<file path="src/rtl/hrsf_pkg.sv">
`default_nettype none

package hrsf_pkg;

    localparam int unsigned BYTE_W   = 8;
    localparam int unsigned LIMIT_W  = 15;
    localparam int unsigned COUNT_W  = 16;
    localparam int unsigned NAME_IW  = 5;
    localparam int unsigned VALUE_IW = 4;

    localparam logic [LIMIT_W-1:0]  BYTE_LIMIT_RESET  = 15'd8192;
    localparam logic [COUNT_W-1:0]  BYTE_COUNT_MAX    = 16'd32768;
    localparam logic [NAME_IW-1:0]  NAME_CL_LEN       = 5'd14;
    localparam logic [NAME_IW-1:0]  NAME_TE_LEN       = 5'd17;
    localparam logic [NAME_IW-1:0]  NAME_INDEX_MAX    = 5'd31;
    localparam logic [VALUE_IW-1:0] VAL_CHUNKED_LEN   = 4'd7;
    localparam logic [VALUE_IW-1:0] VAL_IDENTITY_LEN  = 4'd8;
    localparam logic [VALUE_IW-1:0] VALUE_INDEX_MAX   = 4'd15;

    localparam logic [BYTE_W-1:0] CH_TAB   = 8'h09;
    localparam logic [BYTE_W-1:0] CH_LF    = 8'h0A;
    localparam logic [BYTE_W-1:0] CH_CR    = 8'h0D;
    localparam logic [BYTE_W-1:0] CH_SP    = 8'h20;
    localparam logic [BYTE_W-1:0] CH_SLASH = 8'h2F;
    localparam logic [BYTE_W-1:0] CH_COLON = 8'h3A;
    localparam logic [BYTE_W-1:0] CH_QUEST = 8'h3F;
    localparam logic [BYTE_W-1:0] CH_LO_M  = 8'h6D;
    localparam logic [BYTE_W-1:0] CH_LO_C  = 8'h63;
    localparam logic [BYTE_W-1:0] CH_LO_P  = 8'h70;

    typedef enum logic [2:0] {
        V_NEED_MORE = 3'd0,
        V_NOT_MCP   = 3'd1,
        V_INVALID   = 3'd2,
        V_SMUGGLING = 3'd3,
        V_MCP       = 3'd4
    } t_verdict;

    typedef enum logic [2:0] {
        LP_METHOD = 3'd0,
        LP_TARGET = 3'd1,
        LP_REST   = 3'd2,
        LP_QUERY  = 3'd3,
        LP_DONE   = 3'd4
    } t_line_phase;

    typedef enum logic [3:0] {
        PS_SLASH = 4'd0,
        PS_M     = 4'd1,
        PS_C     = 4'd2,
        PS_P     = 4'd3,
        PS_MCP   = 4'd4,
        PS_SEP   = 4'd5,
        PS_SEG   = 4'd6,
        PS_NOT   = 4'd7,
        PS_INV   = 4'd8
    } t_path_state;

    typedef enum logic [1:0] {
        LV_PENDING = 2'd0,
        LV_NOT_MCP = 2'd1,
        LV_INVALID = 2'd2,
        LV_PASS    = 2'd3
    } t_line_verdict;

    typedef struct packed {
        logic active;
        logic stop;
        logic colon;
        logic lead;
        logic crhold;
        logic started;
        logic content;
    } t_scan_flags;

    typedef struct packed {
        logic cl;
        logic te;
        logic chunked;
        logic identity;
    } t_match_flags;

    typedef struct packed {
        logic                chunked;
        logic                identity;
        logic [VALUE_IW-1:0] idx;
    } t_value_scan;

    typedef struct packed {
        t_line_phase phase;
        t_path_state path;
    } t_line_scan;

    function automatic logic [BYTE_W-1:0] to_lower(input logic [BYTE_W-1:0] c);
        return (c >= 8'h41 && c <= 8'h5A) ? c + 8'h20 : c;
    endfunction

    function automatic logic is_safe(input logic [BYTE_W-1:0] c);
        return c inside {[8'h30:8'h39], [8'h41:8'h5A], [8'h61:8'h7A],
                         8'h2E, 8'h5F, 8'h7E, 8'h2D};
    endfunction

    // "content-length"
    function automatic logic [BYTE_W-1:0] name_cl_char(input logic [NAME_IW-1:0] i);
        logic [BYTE_W-1:0] c;
        case (i)
            5'd0:    c = "c";
            5'd1:    c = "o";
            5'd2:    c = "n";
            5'd3:    c = "t";
            5'd4:    c = "e";
            5'd5:    c = "n";
            5'd6:    c = "t";
            5'd7:    c = "-";
            5'd8:    c = "l";
            5'd9:    c = "e";
            5'd10:   c = "n";
            5'd11:   c = "g";
            5'd12:   c = "t";
            5'd13:   c = "h";
            default: c = 8'h00;
        endcase
        return c;
    endfunction

    // "transfer-encoding"
    function automatic logic [BYTE_W-1:0] name_te_char(input logic [NAME_IW-1:0] i);
        logic [BYTE_W-1:0] c;
        case (i)
            5'd0:    c = "t";
            5'd1:    c = "r";
            5'd2:    c = "a";
            5'd3:    c = "n";
            5'd4:    c = "s";
            5'd5:    c = "f";
            5'd6:    c = "e";
            5'd7:    c = "r";
            5'd8:    c = "-";
            5'd9:    c = "e";
            5'd10:   c = "n";
            5'd11:   c = "c";
            5'd12:   c = "o";
            5'd13:   c = "d";
            5'd14:   c = "i";
            5'd15:   c = "n";
            5'd16:   c = "g";
            default: c = 8'h00;
        endcase
        return c;
    endfunction

    function automatic logic [BYTE_W-1:0] val_chunked_char(input logic [VALUE_IW-1:0] i);
        logic [BYTE_W-1:0] c;
        case (i)
            4'd0:    c = "c";
            4'd1:    c = "h";
            4'd2:    c = "u";
            4'd3:    c = "n";
            4'd4:    c = "k";
            4'd5:    c = "e";
            4'd6:    c = "d";
            default: c = 8'h00;
        endcase
        return c;
    endfunction

    function automatic logic [BYTE_W-1:0] val_identity_char(input logic [VALUE_IW-1:0] i);
        logic [BYTE_W-1:0] c;
        case (i)
            4'd0:    c = "i";
            4'd1:    c = "d";
            4'd2:    c = "e";
            4'd3:    c = "n";
            4'd4:    c = "t";
            4'd5:    c = "i";
            4'd6:    c = "t";
            4'd7:    c = "y";
            default: c = 8'h00;
        endcase
        return c;
    endfunction

    function automatic t_value_scan value_step(input t_value_scan s,
                                               input logic [BYTE_W-1:0] c);
        t_value_scan       r;
        logic [BYTE_W-1:0] lc;
        r  = s;
        lc = to_lower(c);
        if (s.idx < VAL_CHUNKED_LEN && lc != val_chunked_char(s.idx)) begin
            r.chunked = 1'b0;
        end
        if (s.idx < VAL_IDENTITY_LEN && lc != val_identity_char(s.idx)) begin
            r.identity = 1'b0;
        end
        if (s.idx < VALUE_INDEX_MAX) begin
            r.idx = s.idx + 4'd1;
        end
        return r;
    endfunction

    function automatic t_path_state path_step(input t_path_state p,
                                              input logic [BYTE_W-1:0] c);
        t_path_state r;
        r = p;
        case (p)
            PS_SLASH: r = (c == CH_SLASH) ? PS_M : PS_NOT;
            PS_M:     r = (c == CH_LO_M) ? PS_C : PS_NOT;
            PS_C:     r = (c == CH_LO_C) ? PS_P : PS_NOT;
            PS_P:     r = (c == CH_LO_P) ? PS_MCP : PS_NOT;
            PS_MCP:   r = (c == CH_SLASH) ? PS_SEP : PS_NOT;
            PS_SEP:   r = is_safe(c) ? PS_SEG : PS_INV;
            PS_SEG:   r = (c == CH_SLASH) ? PS_SEP : (is_safe(c) ? PS_SEG : PS_INV);
            default:  r = p;
        endcase
        return r;
    endfunction

    function automatic t_line_scan line_char(input t_line_scan s,
                                             input logic [BYTE_W-1:0] c);
        t_line_scan r;
        r = s;
        case (s.phase)
            LP_METHOD: begin
                if (c == CH_SP) r.phase = LP_TARGET;
            end
            LP_TARGET: begin
                if (c == CH_SP) begin
                    r.phase = LP_REST;
                end else if (c == CH_QUEST) begin
                    r.phase = LP_QUERY;
                end else begin
                    r.path = path_step(s.path, c);
                end
            end
            LP_QUERY: begin
                if (c == CH_SP) r.phase = LP_REST;
            end
            default: r = s;
        endcase
        return r;
    endfunction

endpackage

`default_nettype wire

</file>
<file path="src/rtl/hrsf_in_if.sv">
`default_nettype none

interface hrsf_in_if
    import hrsf_pkg::*;
();
    logic              valid;
    logic              ready;
    logic [BYTE_W-1:0] data_byte;
    logic              first_of_stream;

    modport src (output valid, output data_byte, output first_of_stream, input ready);
    modport snk (input valid, input data_byte, input first_of_stream, output ready);
endinterface

`default_nettype wire

</file>
<file path="src/rtl/hrsf_out_if.sv">
`default_nettype none

interface hrsf_out_if
    import hrsf_pkg::*;
();
    logic     valid;
    logic     ready;
    t_verdict verdict;
    logic     settled;

    modport src (output valid, output verdict, output settled, input ready);
    modport snk (input valid, input verdict, input settled, output ready);
endinterface

`default_nettype wire

</file>
<file path="src/rtl/hrsf_cfg_if.sv">
`default_nettype none

interface hrsf_cfg_if
    import hrsf_pkg::*;
();
    logic               valid;
    logic               ready;
    logic [LIMIT_W-1:0] byte_limit;

    modport src (output valid, output byte_limit, input ready);
    modport snk (input valid, input byte_limit, output ready);
endinterface

`default_nettype wire

</file>
<file path="src/rtl/http_request_sniff_filter_unit.sv">
// http request sniff filter
// classifies the opening bytes of a connection, one byte per item
// i_item: data_byte plus first_of_stream, which starts a new connection
// o_result: verdict and settled for the prefix received so far, one per item
// i_cfg: writes byte_limit; always ready, write only while the block is idle
// output: the result is registered on acceptance, valid the cycle after
// throughput: one item per cycle; the whole parse step is one combinational
//   pass from the parse state registers and the input byte to the result
// stall: while a result waits on o_result.ready the input takes one more item
//   only if that result is taken in the same cycle
// reset: synchronous on i_rst_n, clears the parse state and the output valid,
//   byte_limit returns to 8192
`default_nettype none

module http_request_sniff_filter_unit
    import hrsf_pkg::*;
(
    input  wire     i_clk,
    input  wire     i_rst_n,
    hrsf_in_if.snk  i_item,
    hrsf_cfg_if.snk i_cfg,
    hrsf_out_if.src o_result
);

    logic [LIMIT_W-1:0]  r_byte_limit;
    logic [COUNT_W-1:0]  r_byte_count;
    t_line_phase         r_line_phase;
    logic                r_line_cr_pending;
    t_path_state         r_path_state;
    t_line_verdict       r_line_verdict;
    logic [2:0]          r_term;
    logic                r_headers_done;
    t_scan_flags         r_scan;
    logic [NAME_IW-1:0]  r_name_index;
    logic [VALUE_IW-1:0] r_value_index;
    t_match_flags        r_match;
    logic [1:0]          r_len_count;
    logic                r_enc_seen;
    logic                r_enc_bad;
    logic                r_out_valid;
    t_verdict            r_verdict;
    logic                r_settled;

    logic [COUNT_W-1:0]  n_byte_count;
    t_line_phase         n_line_phase;
    logic                n_line_cr_pending;
    t_path_state         n_path_state;
    t_line_verdict       n_line_verdict;
    logic [2:0]          n_term;
    logic                n_headers_done;
    t_scan_flags         n_scan;
    logic [NAME_IW-1:0]  n_name_index;
    logic [VALUE_IW-1:0] n_value_index;
    t_match_flags        n_match;
    logic [1:0]          n_len_count;
    logic                n_enc_seen;
    logic                n_enc_bad;
    t_verdict            n_verdict;
    logic                n_settled;

    logic in_accept;
    logic out_free;

    assign out_free       = !r_out_valid || o_result.ready;
    assign i_item.ready   = out_free;
    assign in_accept      = i_item.valid && out_free;
    assign i_cfg.ready    = 1'b1;
    assign o_result.valid = r_out_valid;
    assign o_result.verdict = r_verdict;
    assign o_result.settled = r_settled;

    // next parse state
    always_comb begin
        logic [BYTE_W-1:0] c;
        logic              was_settled;
        logic              line_ended;
        logic              skip;
        logic              ok;
        logic              is_cl;
        logic              is_te;
        logic [BYTE_W-1:0] lc;
        t_value_scan       vs;
        t_line_scan        ls;

        c = i_item.data_byte;
        n_byte_count      = r_byte_count;
        n_line_phase      = r_line_phase;
        n_line_cr_pending = r_line_cr_pending;
        n_path_state      = r_path_state;
        n_line_verdict    = r_line_verdict;
        n_term            = r_term;
        n_headers_done    = r_headers_done;
        n_scan            = r_scan;
        n_name_index      = r_name_index;
        n_value_index     = r_value_index;
        n_match           = r_match;
        n_len_count       = r_len_count;
        n_enc_seen        = r_enc_seen;
        n_enc_bad         = r_enc_bad;
        if (i_item.first_of_stream) begin
            n_byte_count      = '0;
            n_line_phase      = LP_METHOD;
            n_line_cr_pending = 1'b0;
            n_path_state      = PS_SLASH;
            n_line_verdict    = LV_PENDING;
            n_term            = 3'd0;
            n_headers_done    = 1'b0;
            n_scan            = '0;
            n_name_index      = '0;
            n_value_index     = '0;
            n_match           = '1;
            n_len_count       = 2'd0;
            n_enc_seen        = 1'b0;
            n_enc_bad         = 1'b0;
        end
        if (n_byte_count < BYTE_COUNT_MAX) begin
            n_byte_count = n_byte_count + 16'd1;
        end

        was_settled = n_line_verdict == LV_NOT_MCP || n_line_verdict == LV_INVALID ||
                      (n_line_verdict == LV_PASS && n_headers_done);
        line_ended = 1'b0;
        skip  = 1'b0;
        ok    = 1'b0;
        is_cl = 1'b0;
        is_te = 1'b0;
        lc    = to_lower(c);
        vs    = '{chunked: n_match.chunked, identity: n_match.identity, idx: n_value_index};
        ls    = '{phase: n_line_phase, path: n_path_state};

        if (!was_settled) begin
            // header scan
            if (!n_scan.active) begin
                if (c == CH_LF) begin
                    n_scan        = '0;
                    n_scan.active = 1'b1;
                    n_name_index  = '0;
                    n_value_index = '0;
                    n_match       = '1;
                end
            end else if (!n_scan.stop) begin
                if (c == CH_LF) begin
                    if (!n_scan.content) begin
                        n_scan.stop = 1'b1;
                    end else if (n_scan.colon && n_match.te) begin
                        ok = (n_match.chunked && n_value_index == VAL_CHUNKED_LEN) ||
                             (n_match.identity && n_value_index == VAL_IDENTITY_LEN);
                        if (!ok) n_enc_bad = 1'b1;
                    end
                    n_scan.colon   = 1'b0;
                    n_scan.lead    = 1'b0;
                    n_scan.crhold  = 1'b0;
                    n_scan.started = 1'b0;
                    n_scan.content = 1'b0;
                    n_name_index   = '0;
                    n_value_index  = '0;
                    n_match        = '1;
                end else begin
                    if (!n_scan.started && c == CH_CR) begin
                        n_scan.started = 1'b1;
                    end else begin
                        n_scan.started = 1'b1;
                        n_scan.content = 1'b1;
                    end
                    if (!n_scan.colon) begin
                        if (c == CH_COLON) begin
                            is_cl = n_match.cl && n_name_index == NAME_CL_LEN;
                            is_te = n_match.te && n_name_index == NAME_TE_LEN;
                            n_scan.colon  = 1'b1;
                            n_scan.lead   = 1'b1;
                            n_value_index = '0;
                            if (is_cl && n_len_count < 2'd2) begin
                                n_len_count = n_len_count + 2'd1;
                            end
                            if (is_te) begin
                                n_enc_seen = 1'b1;
                                n_match    = '{cl: 1'b0, te: 1'b1, chunked: 1'b1,
                                               identity: 1'b1};
                            end else begin
                                n_match = '0;
                            end
                        end else begin
                            if (n_name_index < NAME_CL_LEN && lc != name_cl_char(n_name_index)) begin
                                n_match.cl = 1'b0;
                            end
                            if (n_name_index < NAME_TE_LEN && lc != name_te_char(n_name_index)) begin
                                n_match.te = 1'b0;
                            end
                            if (n_name_index < NAME_INDEX_MAX) begin
                                n_name_index = n_name_index + 5'd1;
                            end
                        end
                    end else if (n_match.te) begin
                        if (n_scan.lead) begin
                            if (c == CH_SP || c == CH_TAB) begin
                                skip = 1'b1;
                            end else begin
                                n_scan.lead = 1'b0;
                            end
                        end
                        if (!skip) begin
                            if (n_scan.crhold) begin
                                n_scan.crhold = 1'b0;
                                vs = value_step(vs, CH_CR);
                            end
                            if (c == CH_CR) begin
                                n_scan.crhold = 1'b1;
                            end else begin
                                vs = value_step(vs, c);
                            end
                            n_match.chunked  = vs.chunked;
                            n_match.identity = vs.identity;
                            n_value_index    = vs.idx;
                        end
                    end
                end
            end

            // request line
            if (n_line_phase != LP_DONE) begin
                if (n_line_cr_pending) begin
                    n_line_cr_pending = 1'b0;
                    if (c == CH_LF) begin
                        line_ended = 1'b1;
                    end else begin
                        ls = line_char(ls, CH_CR);
                    end
                end
                if (line_ended) begin
                    if (ls.phase != LP_REST) begin
                        n_line_verdict = LV_NOT_MCP;
                    end else if (ls.path == PS_MCP || ls.path == PS_SEP ||
                                 ls.path == PS_SEG) begin
                        n_line_verdict = LV_PASS;
                    end else if (ls.path == PS_INV) begin
                        n_line_verdict = LV_INVALID;
                    end else begin
                        n_line_verdict = LV_NOT_MCP;
                    end
                    ls.phase = LP_DONE;
                end else if (c == CH_CR) begin
                    n_line_cr_pending = 1'b1;
                end else begin
                    ls = line_char(ls, c);
                end
                n_line_phase = ls.phase;
                n_path_state = ls.path;
            end

            // header terminator
            if (c == CH_CR) begin
                n_term = (n_term == 3'd2) ? 3'd3 : 3'd1;
            end else if (c == CH_LF) begin
                n_term = (n_term == 3'd1) ? 3'd2 : ((n_term == 3'd3) ? 3'd4 : 3'd0);
            end else begin
                n_term = 3'd0;
            end
            if (n_term == 3'd4) n_headers_done = 1'b1;
        end
    end

    // result for the updated state
    always_comb begin
        logic smug;
        smug = n_len_count > 2'd1 || (n_enc_seen && n_len_count > 2'd0) ||
               (n_enc_seen && n_enc_bad);
        n_settled = 1'b0;
        case (n_line_verdict)
            LV_PENDING: begin
                n_verdict = (n_byte_count > {1'b0, r_byte_limit}) ? V_NOT_MCP : V_NEED_MORE;
            end
            LV_NOT_MCP: begin
                n_verdict = V_NOT_MCP;
                n_settled = 1'b1;
            end
            LV_INVALID: begin
                n_verdict = V_INVALID;
                n_settled = 1'b1;
            end
            LV_PASS: begin
                if (n_headers_done) begin
                    n_verdict = smug ? V_SMUGGLING : V_MCP;
                    n_settled = 1'b1;
                end else begin
                    n_verdict = (n_byte_count < {1'b0, r_byte_limit}) ? V_NEED_MORE : V_MCP;
                end
            end
            default: begin
                n_verdict = V_NEED_MORE;
            end
        endcase
    end

    always_ff @(posedge i_clk) begin
        if (!i_rst_n) begin
            r_byte_limit      <= BYTE_LIMIT_RESET;
            r_byte_count      <= '0;
            r_line_phase      <= LP_METHOD;
            r_line_cr_pending <= 1'b0;
            r_path_state      <= PS_SLASH;
            r_line_verdict    <= LV_PENDING;
            r_term            <= 3'd0;
            r_headers_done    <= 1'b0;
            r_scan            <= '0;
            r_name_index      <= '0;
            r_value_index     <= '0;
            r_match           <= '1;
            r_len_count       <= 2'd0;
            r_enc_seen        <= 1'b0;
            r_enc_bad         <= 1'b0;
            r_out_valid       <= 1'b0;
        end else begin
            if (i_cfg.valid) begin
                r_byte_limit <= i_cfg.byte_limit;
            end
            if (in_accept) begin
                r_byte_count      <= n_byte_count;
                r_line_phase      <= n_line_phase;
                r_line_cr_pending <= n_line_cr_pending;
                r_path_state      <= n_path_state;
                r_line_verdict    <= n_line_verdict;
                r_term            <= n_term;
                r_headers_done    <= n_headers_done;
                r_scan            <= n_scan;
                r_name_index      <= n_name_index;
                r_value_index     <= n_value_index;
                r_match           <= n_match;
                r_len_count       <= n_len_count;
                r_enc_seen        <= n_enc_seen;
                r_enc_bad         <= n_enc_bad;
                r_out_valid       <= 1'b1;
            end else if (o_result.ready) begin
                r_out_valid <= 1'b0;
            end
        end
    end

    always_ff @(posedge i_clk) begin
        if (in_accept) begin
            r_verdict <= n_verdict;
            r_settled <= n_settled;
        end
    end

`ifndef SYNTHESIS
    a_accept_gives_result: assert property (@(posedge i_clk) disable iff (!i_rst_n)
        in_accept |=> o_result.valid)
        else $error("accepted item produced no result");

    a_headers_need_line: assert property (@(posedge i_clk) disable iff (!i_rst_n)
        r_headers_done |-> r_line_phase == LP_DONE)
        else $error("header end seen before request line end");

    a_line_verdict_holds: assert property (@(posedge i_clk) disable iff (!i_rst_n)
        (r_line_verdict != LV_PENDING && !(in_accept && i_item.first_of_stream))
        |=> $stable(r_line_verdict))
        else $error("line verdict changed without a new connection");

    a_settled_verdict: assert property (@(posedge i_clk) disable iff (!i_rst_n)
        (in_accept && r_line_verdict == LV_NOT_MCP && !i_item.first_of_stream)
        |=> (o_result.settled && o_result.verdict == V_NOT_MCP))
        else $error("settled not-mcp verdict did not hold");
`endif

endmodule

`default_nettype wire

</file>
<file path="src/flat_wrapper.sv">
// flat-port wrapper written by rule: the top's interface ports become plain ports
module http_request_sniff_filter_unit_flat import hrsf_pkg::*;
  (i_clk, i_rst_n, i_item_valid, i_item_data_byte, i_item_first_of_stream, i_item_ready, i_cfg_valid, i_cfg_byte_limit, i_cfg_ready, o_result_valid, o_result_verdict, o_result_settled, o_result_ready);
  hrsf_in_if i_item_i ();
  hrsf_cfg_if i_cfg_i ();
  hrsf_out_if o_result_i ();
  input  wire i_clk;
  input  wire i_rst_n;
  input wire logic [$bits(i_item_i.valid)-1:0] i_item_valid;
  input wire logic [$bits(i_item_i.data_byte)-1:0] i_item_data_byte;
  input wire logic [$bits(i_item_i.first_of_stream)-1:0] i_item_first_of_stream;
  output wire logic [$bits(i_item_i.ready)-1:0] i_item_ready;
  input wire logic [$bits(i_cfg_i.valid)-1:0] i_cfg_valid;
  input wire logic [$bits(i_cfg_i.byte_limit)-1:0] i_cfg_byte_limit;
  output wire logic [$bits(i_cfg_i.ready)-1:0] i_cfg_ready;
  output wire logic [$bits(o_result_i.valid)-1:0] o_result_valid;
  output wire logic [$bits(o_result_i.verdict)-1:0] o_result_verdict;
  output wire logic [$bits(o_result_i.settled)-1:0] o_result_settled;
  input wire logic [$bits(o_result_i.ready)-1:0] o_result_ready;
  assign i_item_i.valid = i_item_valid;
  assign i_item_i.data_byte = i_item_data_byte;
  assign i_item_i.first_of_stream = i_item_first_of_stream;
  assign i_item_ready = i_item_i.ready;
  assign i_cfg_i.valid = i_cfg_valid;
  assign i_cfg_i.byte_limit = i_cfg_byte_limit;
  assign i_cfg_ready = i_cfg_i.ready;
  assign o_result_valid = o_result_i.valid;
  assign o_result_verdict = o_result_i.verdict;
  assign o_result_settled = o_result_i.settled;
  assign o_result_i.ready = o_result_ready;
  http_request_sniff_filter_unit u_core (.i_clk(i_clk), .i_rst_n(i_rst_n), .i_item(i_item_i), .i_cfg(i_cfg_i), .o_result(o_result_i));
endmodule
</file>
<file path="config.mk">
export PLATFORM = sky130hd
export DESIGN_NAME = http_request_sniff_filter_unit_flat
export DESIGN_NICKNAME = d
export VERILOG_FILES = /design/src/rtl/hrsf_pkg.sv /design/src/rtl/hrsf_in_if.sv /design/src/rtl/hrsf_out_if.sv /design/src/rtl/hrsf_cfg_if.sv /design/src/rtl/http_request_sniff_filter_unit.sv /design/src/flat_wrapper.sv
export SDC_FILE = /design/constraint.sdc
export NUM_CORES = 1
export LEC_CHECK = 0
export BUFFER_PORTS_ARGS = -buffer_cell sky130_fd_sc_hd__buf_2
export CORE_MARGIN = 4
export CORE_UTILIZATION = 57
export DETAILED_ROUTE_END_ITERATION = 8
export MAX_ROUTING_LAYER = met4
export PLACE_DENSITY = 0.83
export SLEW_MARGIN = 0
export SYNTH_ARGS = -nofsm -noshare
export SYNTH_HDL_FRONTEND = slang
export SYNTH_SLANG_ARGS = --single-unit
</file>
<file path="constraint.sdc">
create_clock -name i_clk -period 4 [get_ports i_clk]
set_input_delay 0.4 -clock i_clk [delete_from_list [all_inputs] [get_ports i_clk]]
set_output_delay 0.4 -clock i_clk [all_outputs]
set_load 0.05 [all_outputs]
</file>
After elaboration in Yosys (flattened, before gate mapping):

Memory sizes are Yosys's and may differ from the RTL's.
Cells that the tools add are included.

* flip-flop bits (word level): 74
* ROM bits: 416
* input bits: 29
* output and inout port bits: 7
* logic and storage cells: 380
* memories kept: 4

Memories
* (no name shown): words 32, width 7, rd ports 1, clocked after Yosys merged registers in 0, write ports 0, line hrsf_pkg.sv:129 `case (i)`
* (no name shown): words 16, width 7, rd ports 1, clocked after Yosys merged registers in 0, write ports 0, line hrsf_pkg.sv:106 `case (i)`
* (no name shown): words 8, width 5, rd ports 1, clocked after Yosys merged registers in 0, write ports 0, line hrsf_pkg.sv:169 `case (i)`
* (no name shown): words 8, width 5, rd ports 1, clocked after Yosys merged registers in 0, write ports 0, line hrsf_pkg.sv:169

* add/subtract/negate cells: 6
* magnitude comparators: 21
* eq/ne operators: 64
* multiplexer cells: 216
* reduce and logical (&&, ||, !) cells: 42

Operators by type and width (count)
* 2-to-1 mux 8 bit: 48
* 2-to-1 mux 4 bit: 30
* case mux 7 bit (7 select lines): 2
* 2-to-1 mux 3 bit: 22
* 2-to-1 mux 6 bit: 11
* 2-to-1 mux 1 bit: 54
* == test 4 x 3 -> 1 bit (second input constant): 13
* 2-to-1 mux 2 bit: 26
* 2-to-1 mux 5 bit: 10
* == test 8 x 6 -> 1 bit (second input constant): 6
* 2-to-1 mux 7 bit: 6
* == test 8 x 7 -> 1 bit (second input constant): 5
* == test 4 x 2 -> 1 bit (second input constant): 8
* 2-to-1 mux 16 bit: 2
* inequality test 8 bit: 4
* case mux 4 bit (7 select lines): 1
* == test 8 x 4 -> 1 bit (second input constant): 3
* logical AND 1 bit: 20
* adder 16 x 1 -> 16 bit (second input constant): 1
* == test 4 x 1 -> 1 bit (second input constant): 4
* greater-or-equal comparator 8 x 7 -> 1 bit (second input constant): 2
* > comparator 16 x 15 -> 1 bit: 1
* less-or-equal comparator 8 x 7 -> 1 bit (second input constant): 2
* zero test 4 bit: 4
* other kinds (37): 64

Logic depth before layout (Yosys ltp):

* depth in word-level cells: 49
* depth in mapped cells: 20
* gate-level depth less buffers: 14

Worst setup path before layout:

OpenSTA, ideal clock, no wires.

* path type: input to register
* start: input i_item_first_of_stream
* end: register u_core.r_verdict[2], in the netlist u_core.o_result.verdict[2] (data pin)
* library setup time: 0.277 ns
* data arrival time: 3.810 ns
* required time: 3.723 ns
* slack: -0.087 ns
* stages: 19
* path buffers: 7
* path through: buf_2 > buf_2 > buf_2 > buf_2 > clkbuf_1 > clkbuf_1 > nor2b_1 > ha_1 > nand3b_1 > or3_1 > clkbuf_1 > or4_1 > a21oi_1 > ha_1 > nand3_1 > o21bai_1 > a21oi_1 > nor3_1 > a211oi_1

* elaborated cells between the ends (all ways): 117
* classes of those cells: 2 x add/sub; 5 x order compare; 27 x eq/ne; 63 x mux; 20 x reduce/logical

RTL lines
* start: declaration: line flat_wrapper.sv:11 `input wire logic [$bits(i_item_i.first_of_stream)-1:0] i_item_first_of_stream;`
* 2-to-1 mux 16 bit (*): line http_request_sniff_filter_unit.sv:100 `if (i_item.first_of_stream) begin`
* adder 16 x 1 -> 16 bit or < comparator 16 bit (tied branches): line http_request_sniff_filter_unit.sv:117, http_request_sniff_filter_unit.sv:116
* 2-to-1 mux 16 bit (*): line http_request_sniff_filter_unit.sv:116 `if (n_byte_count < BYTE_COUNT_MAX) begin`
* named net u_core.n_byte_count[14]: line http_request_sniff_filter_unit.sv:44 `logic [COUNT_W-1:0] n_byte_count;`
* < comparator 16 x 15 -> 1 bit (*): line http_request_sniff_filter_unit.sv:285 `n_verdict = (n_byte_count < {1'b0, r_byte_limit}) ? V_NEED_MORE : V_MCP;`
* 2-to-1 mux 3 bit (*): line http_request_sniff_filter_unit.sv:285
* 2-to-1 mux 3 bit (*): line http_request_sniff_filter_unit.sv:281 `if (n_headers_done) begin`
* case mux 3 bit (4 select lines) (*): line http_request_sniff_filter_unit.sv:268 `case (n_line_verdict)`
* named net u_core.n_verdict[2]: line http_request_sniff_filter_unit.sv:58 `t_verdict n_verdict;`
* end signal: assignment: line http_request_sniff_filter_unit.sv:340 `r_verdict <= n_verdict;`
* end: declaration: line http_request_sniff_filter_unit.sv:41 `t_verdict r_verdict;`

Mark *: on every way through the listed nets, which the timed path passes. The rest lies on a longest branch. The select of a mux whose other input is x is not followed.
A chain may end at the register's enable or synchronous reset.

Worst setup path after layout:

* start: register u_core.r_byte_count[0]
* end: register u_core.r_verdict[0], in the netlist u_core.o_result.verdict[0] (data pin)

* longest elaborated chain between the ends: 6
* elaborated cells between the ends (all ways): 7
* classes of those cells: 1 x add/sub; 2 x order compare; 4 x mux

RTL lines
* start: declaration: line http_request_sniff_filter_unit.sv:26 `logic [COUNT_W-1:0] r_byte_count;`
* start signal: assignment: line http_request_sniff_filter_unit.sv:317 `r_byte_count <= n_byte_count;`
* 2-to-1 mux 16 bit (*): line http_request_sniff_filter_unit.sv:100
* adder 16 x 1 -> 16 bit or < comparator 16 bit (tied branches): line http_request_sniff_filter_unit.sv:117, http_request_sniff_filter_unit.sv:116
* 2-to-1 mux 16 bit (*): line http_request_sniff_filter_unit.sv:116
* named net u_core.n_byte_count[8]: line http_request_sniff_filter_unit.sv:44
* > comparator 16 x 15 -> 1 bit (*): line http_request_sniff_filter_unit.sv:270 `n_verdict = (n_byte_count > {1'b0, r_byte_limit}) ? V_NOT_MCP : V_NEED_MORE;`
* 2-to-1 mux 1 bit (*): line http_request_sniff_filter_unit.sv:270
* case mux 3 bit (4 select lines) (*): line http_request_sniff_filter_unit.sv:268
* named net u_core.n_verdict[0]: line http_request_sniff_filter_unit.sv:58

Mark *: on every way through the listed nets, which the timed path passes. The rest lies on a longest branch.

==> flow_summary_export.csv <==
group,metric,value,unit
routing,drt-initial-drc-count,1013,
setup_path,worst_ep_arrival_time,3.53,ns
setup_path,path_max_fanout,6,
synth,synth_top_area_cell,"dfxtp_1",
synth,ys_top_cells_by_count,"89 x nor2_1, 84 x nand2_1, 78 x a21oi_1",
floorplanning,fp.dieW,120,um
cts,ctsResizeCount,0,
sta,setup_violations,0,
synth,syn-num-nets,1041,
layout,utilization,0.639,
setup_path,worst_ep_required_time,4.08,ns
setup_path,r2r_end,"u_core.o_result.verdict[0]",
setup_path,endpoint_kind,"register",
setup_path,start_kind,"register",
setup_path,rrSetupSlack,0.55,ns
routing,drcViolationCount,0,
grt,grtUsageTotal,0.305,
cts,cts_tree,"done",
setup_path,r2r_start,"u_core.r_byte_count[0]",
grt,antenna_found_initial,0,
synth,ys_warn_count,0,
synth,synth_top_family_by_area,"simple AND/OR/NAND/NOR gates",
sta,tightest_slew,0.942,ns
floorplanning,die_h,120,um
sta,rsz0062_at_grt,"no",
synth,postSynthAreaPerCell,7.35,sq um
synth,synth-seq-cells,74,
synth,synth_xor_area_frac,0.0366,
place,dp_hpwl,15000,um
sta,slew_headroom,0.368,
routing,wl_per_cell,18.6,um
cts,clk_latency,0.34,ns
grt,grt_pass1_vias,7106,
outcome,status,"finished, final reports clean",
synth,synthTopCellsByArea,"dfxtp_1 20%, ha_1 6.3%, a21oi_1 5.4%, nor2_1 4.7%, nand2_1 4.4%",
layout,diodes,0,
place,gp_congestion,1.06,
power,ir_drop,0.305,mV
sta,fin_crit_sh,0.863,
power,p_leak,2.74,nW
setup_path,slowest_stage,"or3_1",
cts,cts_sinks,74,
worst_hold_path,whs_path_depth,3,
sta,fin_crit,3.45,ns
cts,numCtsBuffers,9,
floorplanning,dieArea,14400,sq um
worst_hold_path,min_path_type,"input port to register",
layout,drive_gt1_frac,0.112,
setup_path,path_cells,"nand2b_1 > inv_1 > ha_2 > nand3b_1 > or3_1 > xor2_1 > nor2_1 > ha_1 > a21oi_1 > o21ai_0 > a2111oi_0 > a21oi_1 > o21ai_0 > a2bb2oi_1",
layout,num-nets-final,1033,
routing,first_pass_iters,5,
setup_path,ff2ff_path_depth,14,
floorplanning,core,12200,sq um
routing,drtAntennaViolNets,0,
grt,grt_max_degree,57,
power,powerDensity,264,nW/um^2
synth,postSynth.asyncResetShare,0,
run,drv_cap,0,
sta,drv_slew,0,
grt,grt_pass1_wl,35600,um
cts,htreeDepth,3,
synth,synth-seq-area-share,0.212,
synth,syn_inst,976,
cts,cts_hold_buf,0,
synth,ys.flop_type,"dfxtp_1",
synth,ys_types,98,
synth,synth_top_area_frac,0.195,
synth,synth_compound_area_frac,0.287,
cts,post_cts_buffers,0,
worst_hold_path,hold_path.startpoint,"i_cfg_byte_limit[13]",
sta,tns,0,ns
sta,max_freq,290,MHz
routing,wl,21200,um
layout,fin_area,7770,sq um
cts,clockBufferDepth,2,
sta,finalHoldViolCount,0,
synth,synth.most_common_cell,"nor2_1",
cts,clk_pin_slew_worst_paths,0.06,ns
synth,synth_fa_ha_area_frac,0.0628,
setup_path,crit_path_max_incr_delay,0.51,ns
synth,yosys.area_share.simple,0.300,
floorplanning,initial_utilization,0.590,
worst_hold_path,hold_path_end,"u_core.r_byte_limit[13]",
layout,syn_to_final_growth,8.34,%
floorplanning,num_rows,40,
sta,clock_skew,0.0117,ns
grt,grt-ovfl-total,0,
synth,syn-cell-area,7170,sq um
routing,via_per_inst,6.78,
place,post_dp_cell_area,7410,sq um
synth,synth_edf_count,4,
synth,synth.mux.area_fraction,0.0325,
floorplanning,ios,36,
routing,vias,7732,
cts,ctsRootBufferMaster,"clkbuf_16",
setup_path,critical_path_class,"register to register",
place,portBuffers,34,
worst max-delay path: cells and delay by family, from the launching register on:
family / cells / cell delay [ns]
AOI/OAI and AO/OA: 6 / 1.28
and+or+nand+nor: 4 / 0.87
DFF: 1 / 0.41
adders and majority gates: 2 / 0.40
xor gates and xnor gates: 1 / 0.17
buffers and inverters: 1 / 0.09
stage by stage:
| step | setup WS, ns | hold slack [ns] | power [mW] | std cells |
|---|---|---|---|---|
| final | 0.547 | 0.290 | 2.05 | 1141 |
| after global routing | 0.295 | 0.308 | 2.12 | 1141 |
| after CTS | 0.615 | 0.293 | 2.05 | 1141 |
| after detailed placement | 0.398 | 0.468 | 1.08 | 1125 |
| after global placement | 0.478 | 0.458 | 1.07 | 1125 |
| after floorplan | 0.00554 | 0.445 | 0.998 | 976 |
report_power, final:
group          leakage (nW)  total (mW)  internal (mW)  switching [mW]
combinational          1.96       0.301         0.0972           0.203
clock                 0.175       0.978          0.651           0.327
sequential            0.609       0.773          0.760          0.0130
total                  2.74        2.05           1.51           0.544
kinds of logic after synthesis:
family / Yosys count
other cells: 1
buf+inv: 122
xor+xnor: 30
mux: 23
simple gates: 398
compound gates: 292
fa+ha+maj: 36
flops: 74
cells in the final DEF, fill, tap and decap left out, types with 22 or more instances in the layout:
master | synthesis | routed
a21oi_1 | 78 | 77
buf_2 | 15 | 33
buf_4 | 3 | 22
dfxtp_1 | 70 | 70
ha_1 | 36 | 35
inv_1 | 45 | 44
nand2_1 | 84 | 84
nand3_1 | 31 | 31
nor2_1 | 89 | 89
nor2b_1 | 27 | 27
nor3_1 | 31 | 31
o21ai_0 | 46 | 46
cell type report:
cell class,count,area [sq um]
Inverter,48,180
Multi-Input combinational cell,780,5160
Clock inverter,5,108
Timing Repair Buffer,55,330
Fill cell,1082,4390
Sequential cell,74,1520
Clock buffer,11,254
Tap cell,168,210
how the worst max path moves through the flow:
stage | start | endpoint | slack [ns]
2_1_floorplan | i_item_first_of_stream | u_core.o_result.verdict[2] | 0.006
3_3_place_gp | i_item_first_of_stream | u_core.o_result.verdict[0] | 0.48
3_5_place_dp | i_item_first_of_stream | u_core.o_result.verdict[0] | 0.40
4_1_cts | u_core.r_byte_count[0] | u_core.o_result.verdict[0] | 0.62
5_1_grt | u_core.r_byte_count[0] | u_core.o_result.verdict[2] | 0.30
6_report | u_core.r_byte_count[0] | u_core.o_result.verdict[0] | 0.55
flip-flops by register name, indices dropped and copies added, names as in the netlist, 2 cells and up:
name / cells
u_core.r_byte_count: 16
u_core.r_byte_limit: 15
u_core.r_scan: 7
u_core.r_name_index: 5
u_core.r_match: 4
u_core.r_path_state: 4
u_core.r_value_index: 4
u_core.o_result.verdict: 3
u_core.r_line_phase: 3
u_core.r_term: 3
u_core.r_len_count: 2
u_core.r_line_verdict: 2
per-layer routing:
metal  track usage  share of wire
met1         0.388           0.40
met2         0.484           0.46
met3        0.0490          0.099
met4         0.124          0.038
met5             -              0
Power figures use the tool's default switching activity.
